[config.mk]
export PLATFORM = sky130hd
export DESIGN_NAME = qbp_lane
export DESIGN_NICKNAME = d
export VERILOG_FILES = /design/src/qbp_pkg.sv /design/src/qbp_lane.sv
export SDC_FILE = /design/constraint.sdc
export NUM_CORES = 2
export LEC_CHECK = 0
export CORE_MARGIN = 3
export CORE_UTILIZATION = 55
export CTS_CLUSTER_DIAMETER = 80
export DETAILED_ROUTE_END_ITERATION = 7
export DONT_BUFFER_PORTS = 1
export MAX_ROUTING_LAYER = met4
export PLACE_DENSITY = 0.7
export SYNTH_ARGS = -nofsm -noshare
export SYNTH_HDL_FRONTEND = slang
export SYNTH_SLANG_ARGS = --single-unit
[constraint.sdc]
create_clock -name clk -period 10.6 [get_ports clk]
set_input_delay 1.59 -clock clk [delete_from_list [all_inputs] [get_ports clk]]
set_output_delay 1.59 -clock clk [all_outputs]
set_load 0.05 [all_outputs]
[src/qbp_pkg.sv]
// ----------------------------------------------------------------------------
// qbp_pkg: quadratic Bezier point package
// Shared widths, types and the rounding step of the interpolation lanes.
// ----------------------------------------------------------------------------
package qbp_pkg;

    localparam int COORD_BITS  = 16;
    localparam int T_FRAC_BITS = 16;
    localparam int RGB_BITS    = 24;
    localparam int CH_BITS     = 8;

    localparam int T_W    = T_FRAC_BITS + 1;
    localparam int LANE_W = (COORD_BITS > CH_BITS + 1) ? COORD_BITS : CH_BITS + 1;
    localparam int D_W    = LANE_W + 1;
    localparam int PROD_W = D_W + T_W + 1;

    localparam int NUM_STG   = 5;
    localparam int NUM_LANES = 5;

    localparam logic [T_W-1:0]    T_ONE = T_W'(1) << T_FRAC_BITS;
    localparam logic [PROD_W-1:0] HALF  = PROD_W'(1) << (T_FRAC_BITS - 1);

    typedef logic [T_W-1:0]           t_t;
    typedef logic signed [LANE_W-1:0] lane_t;
    typedef logic signed [D_W-1:0]    diff_t;
    typedef logic signed [PROD_W-1:0] prod_t;

    typedef struct packed {
        logic [NUM_STG-1:0] en;
        t_t                 t_a;
        t_t                 t_c;
    } pipe_ctrl_t;

    function automatic lane_t round_add(lane_t p, prod_t m);
        prod_t sum;
        begin
            sum = prod_t'(p) + ((m + $signed(HALF)) >>> T_FRAC_BITS);
            return sum[LANE_W-1:0];
        end
    endfunction

    function automatic prod_t t_mul(t_t t, diff_t d);
        logic signed [T_W:0] ts;
        begin
            ts = $signed({1'b0, t});
            return prod_t'(ts) * prod_t'(d);
        end
    endfunction

endpackage

[src/qbp_lane.sv]
// ----------------------------------------------------------------------------
// qbp_lane: one interpolation lane
// Five-stage de Casteljau datapath for one channel: differences, first-level
// products, first-level points, second-level product, rounded result.
// ----------------------------------------------------------------------------
module qbp_lane (
    input  logic                clk,
    input  qbp_pkg::pipe_ctrl_t ctrl,
    input  qbp_pkg::lane_t      p0,
    input  qbp_pkg::lane_t      p1,
    input  qbp_pkg::lane_t      p2,
    output qbp_pkg::lane_t      res
);

    qbp_pkg::lane_t p0_a_reg;
    qbp_pkg::lane_t p1_a_reg;
    qbp_pkg::diff_t d0_a_reg;
    qbp_pkg::diff_t d1_a_reg;

    qbp_pkg::lane_t p0_b_reg;
    qbp_pkg::lane_t p1_b_reg;
    qbp_pkg::prod_t m0_b_reg;
    qbp_pkg::prod_t m1_b_reg;

    qbp_pkg::lane_t q0_c_reg;
    qbp_pkg::lane_t q1_c_reg;

    qbp_pkg::lane_t q0_d_reg;
    qbp_pkg::prod_t m2_d_reg;

    qbp_pkg::lane_t res_reg;

    qbp_pkg::diff_t d0_next;
    qbp_pkg::diff_t d1_next;
    qbp_pkg::diff_t dq_next;

    assign d0_next = qbp_pkg::diff_t'(p1) - qbp_pkg::diff_t'(p0);
    assign d1_next = qbp_pkg::diff_t'(p2) - qbp_pkg::diff_t'(p1);
    assign dq_next = qbp_pkg::diff_t'(q1_c_reg) - qbp_pkg::diff_t'(q0_c_reg);

    always_ff @(posedge clk)
    begin
        if (ctrl.en[0])
        begin
            p0_a_reg <= p0;
            p1_a_reg <= p1;
            d0_a_reg <= d0_next;
            d1_a_reg <= d1_next;
        end
        if (ctrl.en[1])
        begin
            p0_b_reg <= p0_a_reg;
            p1_b_reg <= p1_a_reg;
            m0_b_reg <= qbp_pkg::t_mul(ctrl.t_a, d0_a_reg);
            m1_b_reg <= qbp_pkg::t_mul(ctrl.t_a, d1_a_reg);
        end
        if (ctrl.en[2])
        begin
            q0_c_reg <= qbp_pkg::round_add(p0_b_reg, m0_b_reg);
            q1_c_reg <= qbp_pkg::round_add(p1_b_reg, m1_b_reg);
        end
        if (ctrl.en[3])
        begin
            q0_d_reg <= q0_c_reg;
            m2_d_reg <= qbp_pkg::t_mul(ctrl.t_c, dq_next);
        end
        if (ctrl.en[4])
        begin
            res_reg <= qbp_pkg::round_add(q0_d_reg, m2_d_reg);
        end
    end

    assign res = res_reg;

endmodule

==> flow_summary.json <==
{
  "status": "finished, final reports clean",
  "setup_viol": 0,
  "insertion_delay_ps": 510,
  "drv_cap": 0,
  "relSlewSlack_pct": 14.0,
  "via_count": 25700,
  "ys_warn_count": 0,
  "max_freq_mhz": 115,
  "r2r_setup_slack_ps": 1890,
  "dpl.hpwl_um": 68600,
  "synth_area_um2": 38100,
  "cp.arrival_ps": 8960,
  "core_area_um2": 68000,
  "pin_count": 104,
  "grt_pass1_vias": 27400,
  "synth_cells": 3931,
  "post-route-min-period_ps": 8710,
  "wl_per_cell_um": 18.2,
  "portBuffers": 0,
  "critPathMaxFanout": 17,
  "gp_congestion": 0.863,
  "crit_type": "reg -> reg",
  "synth_seq_cells": 213,
  "synth_cell_types": 74,
  "hold_viol": 0,
  "grt_setup_unrepaired": "false",
  "htreeDepth": 1,
  "final_common_cell": "inv_1",
  "die-area_um2": 72600,
  "reg2reg_to": "m2_d_reg[30]$_DFFE_PP_",
  "setup_tns_ps": 0,
  "hold-worst-slack_ps": 411,
  "clkSlewWorstSetupHoldPaths_ps": 70,
  "antenna_found_initial": 1,
  "final_cell_mix": "872 x inv_1, 675 x fa_1, 482 x nand2_1",
  "syn2layout_area_growth_pct": 3.74,
  "crit_top_cell": "fa_1",
  "drt_pass1_iterations": 5,
  "slowest_stage": "nor3_2",
  "cts.sinks": 213,
  "vias_per_cell": 5.38,
  "met2_usage_pct": 44.9,
  "drive_gt1_share_pct": 1.61,
  "cp-end-kind": "register",
  "grt-busiest-layer": "met2",
  "initial_core_util_pct": 56.1,
  "routed_wl_um": 86700,
  "synthFlopType": "edfxtp_1",
  "die-width_um": 269,
  "drt_iter0_drc": 1298,
  "cp.depth": 28,
  "worst-path-buf-inv": 3,
  "grt_max_degree": 67,
  "synth_edf_count": 213,
  "worst_slew_pin_slew_ps": 1280,
  "syn-num-nets": 5108,
  "r2r.worst_path.cells": 28,
  "grt_pass1_wl_um": 143000,
  "final_nets": 5019,
  "worstPathRequired_ps": 10850,
  "critPathLaunchType": "register",
  "crit_start": "q0_c_reg[0]$_DFFE_PP_",
  "r2r_start": "q0_c_reg[0]$_DFFE_PP_",
  "cts_hold_buf": 0,
  "ys_seq_area_share_pct": 16.8,
  "core.rowCount": 95,
  "fin_ws_ps": 1890,
  "drcViolationCount": 0,
  "max_stage_delay_ps": 960,
  "crit_end": "m2_d_reg[30]$_DFFE_PP_",
  "cts_resized": 0,
  "cp_top_family": "adder cells",
  "cts_root_buf": "clkbuf_16",
  "worstHoldPathCells": 0,
  "cts_made_buffers": 20,
  "post_cts_buffers": 0,
  "global_route.usage.met1_pct": 31.2,
  "pre_cts_slack_ps": 1950,
  "fp.dieH_um": 269,
  "overflow": 0,
  "drv_slew": 0,
  "grt_usage_pct": 25.2,
  "async_flop_share_pct": 0,
  "skew_ps": 12.0,
  "gr-usage-met3_pct": 2.11,
  "period_share_pct": 82.2,
  "min_path_type": "reg -> reg",
  "max-clock-path-buffers": 3,
  "syn_area_per_cell_um2": 9.70,
  "drtAntennaViolNets": 0,
  "cts_tree": "built"
}
-- worst min-delay path by stage --
stage                                 startpoint                      to
after CTS                  p1_a_reg[0]$_DFFE_PP_   p1_b_reg[0]$_DFFE_PP_
after global placement    p1_a_reg[11]$_DFFE_PP_  p1_b_reg[11]$_DFFE_PP_
after detailed placement  p0_a_reg[12]$_DFFE_PP_  p0_b_reg[12]$_DFFE_PP_
after floorplan            p0_a_reg[0]$_DFFE_PP_   p0_b_reg[0]$_DFFE_PP_
after global routing       p1_a_reg[0]$_DFFE_PP_   p1_b_reg[0]$_DFFE_PP_
final                      p1_a_reg[0]$_DFFE_PP_   p1_b_reg[0]$_DFFE_PP_
-- through the flow --
step           cells  instance area [um^2]  utilization [%]
3_5_place_dp    4741                 38900             57.3
5_1_grt         4777                 39600             58.2
4_1_cts         4777                 39600             58.2
2_1_floorplan   3931                 38100                -
6_report        4778                 39600             58.2
3_3_place_gp    4741                 38900             57.3
-- cells in the mapped netlist (3+ instances only) --
library cell | number | area (um^2)
or4_1 | 3 | 22.5
or3_1 | 11 | 68.8
a2111oi_0 | 8 | 70.1
xnor2_1 | 129 | 1130
and2_1 | 363 | 2270
nand3_1 | 50 | 250
a21oi_1 | 79 | 395
o21ai_0 | 34 | 170
o21bai_1 | 11 | 82.6
clkbuf_1 | 122 | 458
nor2_1 | 95 | 357
nor4_1 | 4 | 25.0
and3_1 | 29 | 181
a211o_1 | 4 | 35.0
a21o_1 | 41 | 308
o211ai_1 | 7 | 52.6
o31ai_1 | 5 | 37.5
and4_1 | 3 | 26.3
ha_1 | 414 | 5180
a31oi_1 | 5 | 31.3
inv_1 | 872 | 3270
nand2_1 | 482 | 1810
nand4_1 | 10 | 62.6
o21ai_1 | 8 | 40.0
a41oi_1 | 3 | 26.3
fa_1 | 675 | 13500
o21a_1 | 9 | 67.6
a211oi_1 | 11 | 82.6
a21boi_0 | 3 | 22.5
o41ai_2 | 5 | 81.3
edfxtp_1 | 213 | 6400
nand2b_1 | 43 | 269
xor2_1 | 48 | 420
nor3_1 | 37 | 185
nor2b_1 | 50 | 313
-- cell families after synthesis --
logic type	count (synthesis)	share of synthesized area, %
compound gates	261	4.71
fa+ha+maj	1089	49.0
flops	213	16.8
xor+xnor	178	4.11
simple gates	1194	15.6
buf+inv	996	9.80
-- final cells by class --
cell class              count  area, um^2
diodes                      1        2.50
repair buffers             12        90.1
multi-input cells        2722       28000
fillers                  5982       28400
flip-flops and latches    213        6400
well taps                 921        1150
clock inverters            11        98.8
inverters                 873        3280
clock buffers              25         541
-- per-layer routing --
metal | up-vias | share of wire [%]
met5 | - | 0
met4 | 0 | 2.9
met3 | 155 | 4.0
met2 | 623 | 52
met1 | 13100 | 41
li1 | 11900 | -
Power is left out: the tool's default activity adds up to more than one toggle a clock period on the data nets, which glitch-free logic cannot reach.
