[src/qbp_pkg.sv]
// ----------------------------------------------------------------------------
// qbp_pkg: quadratic Bezier point package
// Shared widths, types and the rounding step of the interpolation lanes.
// ----------------------------------------------------------------------------
package qbp_pkg;

    localparam int COORD_BITS  = 16;
    localparam int T_FRAC_BITS = 16;
    localparam int RGB_BITS    = 24;
    localparam int CH_BITS     = 8;

    localparam int T_W    = T_FRAC_BITS + 1;
    localparam int LANE_W = (COORD_BITS > CH_BITS + 1) ? COORD_BITS : CH_BITS + 1;
    localparam int D_W    = LANE_W + 1;
    localparam int PROD_W = D_W + T_W + 1;

    localparam int NUM_STG   = 5;
    localparam int NUM_LANES = 5;

    localparam logic [T_W-1:0]    T_ONE = T_W'(1) << T_FRAC_BITS;
    localparam logic [PROD_W-1:0] HALF  = PROD_W'(1) << (T_FRAC_BITS - 1);

    typedef logic [T_W-1:0]           t_t;
    typedef logic signed [LANE_W-1:0] lane_t;
    typedef logic signed [D_W-1:0]    diff_t;
    typedef logic signed [PROD_W-1:0] prod_t;

    typedef struct packed {
        logic [NUM_STG-1:0] en;
        t_t                 t_a;
        t_t                 t_c;
    } pipe_ctrl_t;

    function automatic lane_t round_add(lane_t p, prod_t m);
        prod_t sum;
        begin
            sum = prod_t'(p) + ((m + $signed(HALF)) >>> T_FRAC_BITS);
            return sum[LANE_W-1:0];
        end
    endfunction

    function automatic prod_t t_mul(t_t t, diff_t d);
        logic signed [T_W:0] ts;
        begin
            ts = $signed({1'b0, t});
            return prod_t'(ts) * prod_t'(d);
        end
    endfunction

endpackage

[src/qbp_ctrl.sv]
// ----------------------------------------------------------------------------
// qbp_ctrl: pipeline control
// Valid bits, per-stage load enables with bubble collapse, and the t pipeline.
// ----------------------------------------------------------------------------
module qbp_ctrl (
    input  logic                clk,
    input  logic                rst_n,
    input  logic                in_valid,
    output logic                in_ready,
    input  qbp_pkg::t_t         t_raw,
    output logic                out_valid,
    input  logic                out_ready,
    output qbp_pkg::pipe_ctrl_t ctrl
);

    localparam int LAST = qbp_pkg::NUM_STG - 1;

    logic [qbp_pkg::NUM_STG-1:0] valid_reg;
    logic [qbp_pkg::NUM_STG-1:0] valid_next;
    logic [qbp_pkg::NUM_STG-1:0] free;
    qbp_pkg::t_t                 t_sat;
    qbp_pkg::t_t                 t_a_reg;
    qbp_pkg::t_t                 t_b_reg;
    qbp_pkg::t_t                 t_c_reg;

    always_comb
    begin
        free[LAST] = !valid_reg[LAST] || out_ready;
        for (int i = LAST - 1; i >= 0; i--)
        begin
            free[i] = !valid_reg[i] || free[i+1];
        end
    end

    always_comb
    begin
        valid_next = valid_reg;
        if (free[0])
        begin
            valid_next[0] = in_valid;
        end
        for (int i = 1; i < qbp_pkg::NUM_STG; i++)
        begin
            if (free[i])
            begin
                valid_next[i] = valid_reg[i-1];
            end
        end
    end

    assign t_sat = (t_raw > qbp_pkg::T_ONE) ? qbp_pkg::T_ONE : t_raw;

    always_ff @(posedge clk or negedge rst_n)
    begin
        if (!rst_n)
        begin
            valid_reg <= '0;
        end
        else
        begin
            valid_reg <= valid_next;
        end
    end

    always_ff @(posedge clk)
    begin
        if (free[0])
        begin
            t_a_reg <= t_sat;
        end
        if (free[1])
        begin
            t_b_reg <= t_a_reg;
        end
        if (free[2])
        begin
            t_c_reg <= t_b_reg;
        end
    end

    assign in_ready  = free[0];
    assign out_valid = valid_reg[LAST];
    assign ctrl.en   = free;
    assign ctrl.t_a  = t_a_reg;
    assign ctrl.t_c  = t_c_reg;

`ifndef ASSERT_OFF
    a_full_when_blocked: assert property (@(posedge clk) disable iff (!rst_n)
        !in_ready |-> (&valid_reg))
        else $error("input blocked with a bubble in the pipeline");

    a_transfer_enters: assert property (@(posedge clk) disable iff (!rst_n)
        in_valid && in_ready |=> valid_reg[0])
        else $error("accepted transfer did not enter the first stage");

    a_stall_holds: assert property (@(posedge clk) disable iff (!rst_n)
        valid_reg[LAST] && !out_ready |=> valid_reg[LAST])
        else $error("stalled result dropped");

    a_out_source: assert property (@(posedge clk) disable iff (!rst_n)
        out_valid |-> $past(valid_reg[LAST-1] || valid_reg[LAST]))
        else $error("result appeared without an item behind it");

    a_t_clamped: assert property (@(posedge clk) disable iff (!rst_n)
        valid_reg[0] |-> (t_a_reg <= qbp_pkg::T_ONE))
        else $error("t above one entered the pipeline");
`endif

endmodule

[config.mk]
export PLATFORM = sky130hd
export DESIGN_NAME = qbp_ctrl
export DESIGN_NICKNAME = d
export VERILOG_FILES = /design/src/qbp_pkg.sv /design/src/qbp_ctrl.sv
export SDC_FILE = /design/constraint.sdc
export NUM_CORES = 1
export LEC_CHECK = 0
export BUFFER_PORTS_ARGS = -buffer_cell sky130_fd_sc_hd__buf_2
export CAP_MARGIN = 25
export CORE_UTILIZATION = 40
export DETAILED_ROUTE_END_ITERATION = 12
export HOLD_SLACK_MARGIN = 0.1
export MAX_ROUTING_LAYER = met4
export PLACE_DENSITY = 0.76
export SKIP_CTS_REPAIR_TIMING = 1
export SLEW_MARGIN = 10
export SYNTH_ARGS = -nofsm -noshare
export SYNTH_HDL_FRONTEND = slang
export SYNTH_SLANG_ARGS = --single-unit
[constraint.sdc]
create_clock -name clk -period 1.5 [get_ports clk]
set_input_delay 0.075 -clock clk [delete_from_list [all_inputs] [get_ports clk]]
set_output_delay 0.075 -clock clk [all_outputs]
set_load 0.02 [all_outputs]
==> metrics.json <==
{
  "cts": {
    "clk_pin_slew_ns": 0.10,
    "clock_latency_ns": 0.31,
    "ctsHtreeMaxLevel": 2,
    "cts_tree": "built",
    "clockRootBuffer": "clkbuf_8",
    "cts-buffers-inserted": 5,
    "max-clock-path-buffers": 2,
    "cts_sinks": 56
  },
  "final_layout": {
    "post_route_cells_drive_above_1_share_pct": 50.3,
    "layout.filler_cells": 345,
    "num-nets-final": 189,
    "area.sequential_sq_um": 1660,
    "area_growth_pct": 30.4,
    "multiInputGateArea_sq_um": 275,
    "antennaDiodeCount": 0
  },
  "die": {
    "core_region_area_sq_um": 4500,
    "floorplan.initialDensity_pct": 43.0,
    "chipWidth_um": 71.6,
    "die_area_sq_um": 5120,
    "core.rowCount": 24,
    "die_height_um": 71.6,
    "ios": 62
  },
  "worst_setup_path": {
    "cp_data_arrival_time_ns": 1.48,
    "worstPathBufferInverterCount": 1,
    "critical_path_required_ns": 1.42,
    "reg2regPathDepth": 3,
    "worstSetupPathType": "reg2out",
    "critical_path.max_fanout": 19,
    "critical_path.endpoint_type": "primary output",
    "critical_path_max_stage_delay_ns": 0.41,
    "r2r_start": "valid_reg[3]",
    "worstSetupStartpointType": "flip-flop",
    "r2r_slack_ns": 0.16,
    "slowest_stage": "dfrtp_1",
    "crit_path_cell_trace": "and4b_2 -> nand2_4 -> buf_2",
    "worstReg2RegEnd": "t_c_reg[1]",
    "critical_path.startpoint": "valid_reg[3]",
    "cp_top_family": "simple AND/OR/NAND/NOR gates"
  },
  "grt": {
    "antenna_found_initial": 0,
    "grt_remaining_overflow": 0,
    "vias_in_the_first_global_route": 1003,
    "wire_length_of_the_first_global_routing_pass_um": 4790,
    "grt_start_max_net_pins": 21,
    "grt_use_total_pct": 13.0
  },
  "synthesis": {
    "average_footprint_of_a_synthesized_cell_sq_um": 21.3,
    "yosysWarnings": 0,
    "synth.distinct_cells": 15,
    "synth_nets": 112,
    "synth.largest_area_cell": "edfxtp_1",
    "syn_area_sq_um": 1940,
    "synth_top_flop_cell": "edfxtp_1",
    "synth_commonest_cells": "51 x edfxtp_1, 15 x nor2b_1, 6 x nand2b_1",
    "synth.area.top_cells": "edfxtp_1 79%, dfrtp_1 6.5%, nor2b_1 4.8%",
    "synth_edf_count": 51,
    "yosys_register_bits": 56,
    "async_reset_ff_share_pct": 8.93,
    "post_synthesis_cell_count": 91,
    "most_numerous_cell_in_the_yosys_netlist": "edfxtp_1",
    "synth.top_cell.area_share_pct": 79.1,
    "seq_area_frac_synth_pct": 85.5
  },
  "drt": {
    "totalWireLength_um": 3170,
    "dr_total_vias": 1037,
    "drt-vias-per-instance": 4.69,
    "drc": 0,
    "detail_route.iter0.violations": 106,
    "drt-pass1-iter-count": 4,
    "wire_per_inst_um": 14.3,
    "drtAntennaViolNets": 0
  },
  "run": {
    "count_of_maximum_capacitance_violations": 0
  },
  "power": {
    "power.density_nw_per_um2": 1380,
    "ir_worst_vdd_mv": 0.481,
    "power.static_leakage_uw": 0.00106
  },
  "placement": {
    "preCtsSetupSlack_ns": 0.0803,
    "place.port_buffers": 61,
    "routabilityCongestion": 0.794,
    "hpwlAfterDp_um": 2320
  },
  "status": {
    "status": "finished, violations left",
    "failed_checks": "setup timing"
  },
  "sta": {
    "finalMaxSlewViolations": 0,
    "fin_worst_hold_slack_ns": 0.0867,
    "fmaxAchievable_mhz": 643,
    "final.setup.worst_slack_ns": -0.0550,
    "timing_worst_slew_pin_value_ns": 0.343,
    "final-hold-violation-count": 0,
    "timing.slew.headroom_pct": 77.1,
    "setup_violations": 3,
    "min_period_over_period_pct": 104,
    "fin_skew_ns": 0.0114,
    "period_needed_ns": 1.56,
    "setup_repair_after_global_routing_missed_its_margin": "yes"
  },
  "worst_hold_path": {
    "min_to": "t_a_reg[1]",
    "whs_path_depth": 2,
    "hold_path_startpoint": "t_raw[1]",
    "min_delay_path_class": "in2reg"
  }
}
## layer usage
layer / global-route usage [%] / part of all wire (%) / routed length [um] / vias up
met3: 2.67 / 4.9 / 155 / 6
met5: - / 0 / 0 / -
met1: 14.8 / 40 / 1270 / 499
met2: 22.1 / 53 / 1680 / 42
met4: 6.54 / 2.1 / 68 / 0
li1: - / - / - / 490
## worst register-to-register path, delay by kind of cell (launching register included)
| kind | cells | cell delay (ns) |
|---|---|---|
| DFF | 1 | 0.41 |
| and+or+nand+nor | 1 | 0.30 |
| buffers and inverters | 2 | 0.34 |
## stage by stage
step                      cells  TNS, ns  area (sq um)  utilization [%]  power, uW
after floorplan              91    -1.19          1950                -       2430
after detailed placement    203        0          2330             51.7       2670
final                       221   -0.113          2520             56.1       3480
after CTS                   211   -0.533          2420             53.7       3450
after global placement      203        0          2330             51.7       2640
after global routing        221   -0.267          2520             56.1       3610
## cell usage in the layout (no fill, tap or decap), types with 2 or more instances in the layout
| cell type | netlist | layout |
|---|---|---|
| buf_2 | 0 | 59 |
| buf_4 | 1 | 5 |
| buf_6 | 0 | 2 |
| clkbuf_8 | 0 | 5 |
| dfrtp_1 | 5 | 5 |
| dlygate4sd3_1 | 0 | 5 |
| edfxtp_1 | 51 | 51 |
| nand2b_1 | 6 | 6 |
| nor2b_1 | 15 | 15 |
| nor4_2 | 2 | 2 |
| nor4_4 | 2 | 2 |
## worst max-delay path by stage
stage                              to  slack [ns]  cells past startpoint
after floorplan            t_a_reg[0]       -0.07                      2
after CTS                    ctrl[36]       -0.26                      3
after global placement     t_c_reg[1]        0.19                      2
after detailed placement  t_c_reg[16]        0.08                      2
after global routing         ctrl[35]       -0.10                      3
final                        ctrl[35]       -0.06                      3
## cell families after synthesis
group           after synthesis  share of synthesized area [%]
buf+inv                       4                          0.969
compound gates                1                           1.42
simple gates                 30                           12.1
flops                        56                           85.5
## power by group
part | internal [uW] | switching (uW) | leakage (uW)
combinational | 203 | 383 | 0.000395
clock | 335 | 474 | 0.0000485
sequential | 2000 | 83.2 | 0.000613
## cell type report
| class | count | area share (%) |
|---|---|---|
| Clock inverter | 3 | 0.892 |
| Inverter | 2 | 0.446 |
| Sequential cell | 56 | 65.6 |
| Timing Repair Buffer | 72 | 16.8 |
| Multi-Input combinational cell | 31 | 10.9 |
| Clock buffer | 5 | 2.73 |
| Tap cell | 52 | 2.58 |
Note: power is estimated with default switching activity, not from simulation.
